--- config.mk ---
export PLATFORM = sky130hd
export DESIGN_NAME = svx_ctrl
export DESIGN_NICKNAME = d
export VERILOG_FILES = /design/src/hdl/svx_pkg.sv /design/src/hdl/svx_ctrl.sv
export SDC_FILE = /design/constraint.sdc
export NUM_CORES = 1
export LEC_CHECK = 0
export BUFFER_PORTS_ARGS = -buffer_cell sky130_fd_sc_hd__buf_2
export CORE_MARGIN = 2
export CORE_UTILIZATION = 59
export DETAILED_ROUTE_END_ITERATION = 6
export HOLD_SLACK_MARGIN = 0.06
export PLACE_DENSITY = 0.83
export SLEW_MARGIN = 40
export SYNTH_ARGS = -nofsm -noshare
export SYNTH_HDL_FRONTEND = slang
export SYNTH_SLANG_ARGS = --single-unit
--- constraint.sdc ---
create_clock -name clk -period 3.94 [get_ports clk]
set_input_delay 0.394 -clock clk [delete_from_list [all_inputs] [get_ports clk]]
set_output_delay 0.394 -clock clk [all_outputs]
set_load 0.05 [all_outputs]
--- src/hdl/svx_pkg.sv ---
package svx_pkg;

  typedef struct packed {
    logic signed [31:0] pos_x;
    logic signed [31:0] pos_y;
    logic signed [31:0] pos_z;
    logic signed [31:0] size_x;
    logic signed [31:0] size_y;
    logic [15:0]        angle;
    logic [31:0]        color;
    logic [15:0]        texture_id;
    logic [15:0]        tiling;
    logic               scene_start;
  } quad_t;

  typedef struct packed {
    logic signed [31:0] vert_x;
    logic signed [31:0] vert_y;
    logic signed [31:0] vert_z;
    logic [31:0]        vert_color;
    logic               tex_u;
    logic               tex_v;
    logic [4:0]         tex_slot;
    logic [15:0]        vert_tiling;
    logic               flush_before;
    logic [13:0]        batch_quad_index;
    logic               last_vertex;
  } vert_t;

  typedef struct packed {
    logic [4:0]  slot;
    logic [13:0] index;
    logic        flush;
  } slot_res_t;

  typedef struct packed {
    logic       load;
    logic [3:0] mul_sel;
    logic [3:0] wr_sel;
    logic       corner;
    logic       emit;
    logic [1:0] k;
  } cmd_t;

  typedef struct packed {
    logic slot_done;
    logic out_busy;
  } sts_t;

  localparam logic [3:0] MUL_NONE = 4'd0;
  localparam logic [3:0] MUL_XX   = 4'd1;
  localparam logic [3:0] MUL_X2D  = 4'd2;
  localparam logic [3:0] MUL_X2H  = 4'd3;
  localparam logic [3:0] MUL_X2TS = 4'd4;
  localparam logic [3:0] MUL_X2TC = 4'd5;
  localparam logic [3:0] MUL_XTS  = 4'd6;
  localparam logic [3:0] MUL_SXC  = 4'd7;
  localparam logic [3:0] MUL_SYS  = 4'd8;
  localparam logic [3:0] MUL_SXS  = 4'd9;
  localparam logic [3:0] MUL_SYC  = 4'd10;

  localparam logic [3:0] WR_NONE = 4'd0;
  localparam logic [3:0] WR_X2   = 4'd1;
  localparam logic [3:0] WR_TS_C = 4'd2;
  localparam logic [3:0] WR_TC_G = 4'd3;
  localparam logic [3:0] WR_TS_B = 4'd4;
  localparam logic [3:0] WR_TC_F = 4'd5;
  localparam logic [3:0] WR_TS_A = 4'd6;
  localparam logic [3:0] WR_TC_E = 4'd7;
  localparam logic [3:0] WR_SIN  = 4'd8;
  localparam logic [3:0] WR_COS  = 4'd9;
  localparam logic [3:0] WR_SC   = 4'd10;
  localparam logic [3:0] WR_PXC  = 4'd11;
  localparam logic [3:0] WR_PYS  = 4'd12;
  localparam logic [3:0] WR_PXS  = 4'd13;
  localparam logic [3:0] WR_PYC  = 4'd14;
  localparam logic [3:0] WR_SUM  = 4'd15;

  localparam logic [31:0] ONE_Q30 = 32'd1073741824;
  localparam logic [31:0] SIN_A   = 32'd1686629713;
  localparam logic [31:0] SIN_B   = 32'd693598668;
  localparam logic [31:0] SIN_C   = 32'd85569306;
  localparam logic [31:0] SIN_D   = 32'd5026995;
  localparam logic [31:0] COS_E   = 32'd1324675879;
  localparam logic [31:0] COS_F   = 32'd272375560;
  localparam logic [31:0] COS_G   = 32'd22401992;
  localparam logic [31:0] COS_H   = 32'd987048;

  localparam logic [13:0] HALF_QUAD   = 14'h2000;
  localparam logic [14:0] FULL_QUAD   = 15'h4000;
  localparam logic [31:0] WHITE       = 32'hFFFF_FFFF;
  localparam logic [15:0] TILE_ONE    = 16'h0100;
  localparam logic [14:0] LIMIT_RESET = 15'd16384;
  localparam logic [63:0] ROUND_HALF  = 64'h0000_0000_4000_0000;

  localparam logic [4:0] LAST_STEP = 5'd17;

endpackage

--- src/hdl/svx_ctrl.sv ---
module svx_ctrl (
  input  logic          clk,
  input  logic          rst,
  input  logic          quad_valid,
  output logic          quad_ready,
  input  svx_pkg::sts_t sts,
  output svx_pkg::cmd_t cmd
);
  import svx_pkg::*;

  localparam logic [2:0] S_IDLE   = 3'd0;
  localparam logic [2:0] S_ARITH  = 3'd1;
  localparam logic [2:0] S_WAIT   = 3'd2;
  localparam logic [2:0] S_CORNER = 3'd3;
  localparam logic [2:0] S_EMIT   = 3'd4;

  logic [2:0] state, state_next;
  logic [4:0] step, step_next;
  logic [1:0] k, k_next;

  function automatic logic [7:0] step_ops(input logic [4:0] st);
    case (st)
      5'd0:    step_ops = {MUL_XX,   WR_NONE};
      5'd1:    step_ops = {MUL_NONE, WR_X2};
      5'd2:    step_ops = {MUL_X2D,  WR_NONE};
      5'd3:    step_ops = {MUL_X2H,  WR_TS_C};
      5'd4:    step_ops = {MUL_X2TS, WR_TC_G};
      5'd5:    step_ops = {MUL_X2TC, WR_TS_B};
      5'd6:    step_ops = {MUL_X2TS, WR_TC_F};
      5'd7:    step_ops = {MUL_X2TC, WR_TS_A};
      5'd8:    step_ops = {MUL_XTS,  WR_TC_E};
      5'd9:    step_ops = {MUL_X2TC, WR_SIN};
      5'd10:   step_ops = {MUL_NONE, WR_COS};
      5'd11:   step_ops = {MUL_NONE, WR_SC};
      5'd12:   step_ops = {MUL_SXC,  WR_NONE};
      5'd13:   step_ops = {MUL_SYS,  WR_PXC};
      5'd14:   step_ops = {MUL_SXS,  WR_PYS};
      5'd15:   step_ops = {MUL_SYC,  WR_PXS};
      5'd16:   step_ops = {MUL_NONE, WR_PYC};
      5'd17:   step_ops = {MUL_NONE, WR_SUM};
      default: step_ops = {MUL_NONE, WR_NONE};
    endcase
  endfunction

  always_comb begin
    state_next  = state;
    step_next   = step;
    k_next      = k;
    quad_ready  = 1'b0;
    cmd         = '0;
    cmd.mul_sel = MUL_NONE;
    cmd.wr_sel  = WR_NONE;
    cmd.k       = k;
    case (state)
      S_IDLE: begin
        quad_ready = 1'b1;
        if (quad_valid) begin
          cmd.load   = 1'b1;
          step_next  = '0;
          state_next = S_ARITH;
        end
      end
      S_ARITH: begin
        {cmd.mul_sel, cmd.wr_sel} = step_ops(step);
        if (step == LAST_STEP) begin
          state_next = S_WAIT;
        end else begin
          step_next = step + 5'd1;
        end
      end
      S_WAIT: begin
        if (sts.slot_done) begin
          k_next     = 2'd0;
          state_next = S_CORNER;
        end
      end
      S_CORNER: begin
        cmd.corner = 1'b1;
        state_next = S_EMIT;
      end
      S_EMIT: begin
        if (!sts.out_busy) begin
          cmd.emit = 1'b1;
          if (k == 2'd3) begin
            state_next = S_IDLE;
          end else begin
            k_next     = k + 2'd1;
            state_next = S_CORNER;
          end
        end
      end
      default: begin
        state_next = S_IDLE;
      end
    endcase
  end

  always_ff @(posedge clk) begin
    if (rst) begin
      state <= S_IDLE;
      step  <= '0;
      k     <= '0;
    end else begin
      state <= state_next;
      step  <= step_next;
      k     <= k_next;
    end
  end

endmodule

==> flow_metrics.tcl <==
set metrics [dict create \
    status "finished clean" \
    setup.reg_to_reg.worst_slack_ns 1.14 \
    antenna_found_initial 0 \
    async_reset_ff_share_pct 0 \
    hpwl_microns 1780 \
    ys_seq_area_share_pct 31.2 \
    drt_iter0_drc 27 \
    die-area_sq_um 2330 \
    finalHoldViolations 0 \
    cp_max_fo 15 \
    gr-total-overflow 0 \
    final_nets 165 \
    place_worst_setup_slack_ns 1.23 \
    cellLeakagePower_uw 0.000572 \
    synthXorXnorAreaFrac_pct 2.28 \
    areaGrowthSynthToFinish_pct 11.5 \
    p_per_area_nw_per_um2 573 \
    setup_slack_ns 1.14 \
    relSlewSlack_pct 63.9 \
    drtAntennaViolNets 0 \
    worstHoldPathType "input pin to flip-flop" \
    worstPathRequired_ns 4.16 \
    cp_slowest_cell "dfxtp_1" \
    fin_tns_setup_ns 0 \
    finalCritPeriodShare_pct 71.0 \
    via_per_inst 6.01 \
    worst_pin_slew_ns 0.527 \
    clk_pin_slew_worst_paths_ns 0.11 \
    die_y_microns 48.2 \
    synth_seq_cells 18 \
    vdd_drop_max_v 0.000523 \
    drt_pass1_iterations 5 \
    numPortBuffers 18 \
    path_cells "or3b_1 > or3_4 > a21oi_4 > inv_1 > ha_1 > o21ai_1 > a31oi_1 > o31ai_1" \
    drive_gt1_share_pct 24.0 \
    cap_violations 0 \
    rr_worst_depth 8 \
    stdcell_area_sq_um 1290 \
    vias 1075 \
    core_sq_um 1780 \
    synthAdderAreaFrac_pct 5.42 \
    synth-simple-area-share_pct 30.0 \
    synth.distinct_cells 50 \
    cts_hold_buf 0 \
    io_pins 19 \
    numCtsBuffers 3 \
    synth_ff_type "dfxtp_1" \
    finClkSkew_ns 0.00354 \
    cts_buffer_depth 2 \
    grt_first_pass_wirelength_microns 3910 \
    syn-cell-area_sq_um 1150 \
    rsz0062_at_grt "false" \
    cpPeakStageDelay_ns 0.65 \
    post_cts_buffers 0 \
    die_w_microns 48.2 \
    drc_errors 0 \
    start_kind "flip-flop" \
    synthTopCellsByArea "dfxtp_1, ha_1, a21oi_1, nor2_1, and2_1" \
    cts_tree "done" \
    syn_nets 148 \
    clock-sinks 18 \
    report.final.slew_viol_count 0 \
    yosysTopAreaCellShare_pct 31.2 \
    synth_area_leader_cell "dfxtp_1" \
    critPathKind "flip-flop to flip-flop" \
    cts_max_level 1 \
    synthTopCellsByCount "dfxtp_1, nor2_1, a21oi_1" \
    cts-resized-gates 0 \
    num_rows 15 \
    max_freq_mhz 358 \
    min_path_cells 2 \
    synth.most_common_cell "dfxtp_1" \
    synth_warnings 0 \
    cts_root_buffer "clkbuf_4" \
    path_buf_inv 1 \
    clock_latency_ns 0.30 \
    arrival_ns 3.02 \
    start_util_pct 64.7 \
    place_area_sq_um 1250 \
    synth_top_family_by_area "simple AND/OR/NAND/NOR gates" \
    period_needed_ns 2.80 \
    syn_area_per_cell_sq_um 8.36 \
    synth_edf_count 0 \
    synthMuxAreaShare_pct 1.84 \
    cp_top_family "simple AND/OR/NAND/NOR gates" \
    gr-usage-all-layers_pct 24.3 \
    detail_route.wl_per_cell_microns 13.6 \
    end_kind "flip-flop" \
    place.gp.congestion 0.820 \
    synth_compound_area_share_pct 23.4 \
    cp.depth 8 \
    grt_max_degree 16 \
    synthCells 138 \
    wl_microns 2440 \
    grt_pass1_vias 885 \
    finalPower_uw 737 \
    setup_viol 0 \
    diodes 0 \
]
==> worst register-to-register path, stage by stage (launching register included) <==
cell,delay (ns)
dfxtp_1,0.65
or3b_1,0.52
or3_4,0.44
a21oi_4,0.24
inv_1,0.12
ha_1,0.32
o21ai_1,0.15
a31oi_1,0.05
o31ai_1,0.23
==> power by group <==
part           leakage, uW  internal, uW  total, uW  switching [uW]
clock network    0.0000210          56.4        119            62.4
registers         0.000146           208        255            46.7
logic             0.000405           125        363             238
==> path summary, 6_finish.rpt <==
check                                      startpoint                    end
worst max-delay path            state[0]$_SDFFE_PP0P_              flip-flop
worst min-delay path                              rst  state[0]$_SDFFE_PP0P_
worst max register to register  state[0]$_SDFFE_PP0P_              flip-flop
worst min register to register      k[1]$_SDFFE_PP0P_      k[1]$_SDFFE_PP0P_
==> metrics by stage <==
stage,util [%],std cells,hold WS [ns]
2_1_floorplan,-,138,0.582
5_1_grt,72.1,179,0.414
3_3_place_gp,70.1,175,0.477
3_5_place_dp,70.1,175,0.489
4_1_cts,72.1,179,0.401
6_report,72.1,179,0.399
==> layer usage <==
metal  share of wire [%]  vias to the layer above  routed length [microns]  GRT usage (%)
li1                    -                      528                        -              -
met1                  44                      494                     1080           33.9
met2                  47                       47                     1160           35.5
met3                 6.7                        6                      164           4.81
met4                 1.8                        0                       45           11.9
met5                   0                        -                        0              0
==> placed cells by master, fill, tap and decap left out, drive strengths merged, types with 4 or more instances in the layout <==
| master | n |
|---|---|
| buf | 19 |
| dfxtp | 18 |
| nor2 | 17 |
| a21oi | 14 |
| and2 | 9 |
| inv | 9 |
| o21ai | 7 |
| nand3 | 6 |
| nand2 | 5 |
| ha | 5 |
| nor3 | 4 |
| clkbuf | 4 |
==> cells by family after synthesis <==
family / after synthesis
compound gates: 36
xor+xnor: 3
fa+ha+maj: 5
buf+inv: 16
flops: 18
mux: 2
simple gates: 58
==> final cells by class <==
| type | instances | area, sq um |
|---|---|---|
| fill | 139 | 497 |
| timing repair buffer | 19 | 97.6 |
| clock buffer | 4 | 36.3 |
| sequential | 18 | 360 |
| multi-input combinational | 104 | 727 |
| inverter | 9 | 33.8 |
| tap | 25 | 31.3 |
Power figures use the tool's default switching activity.
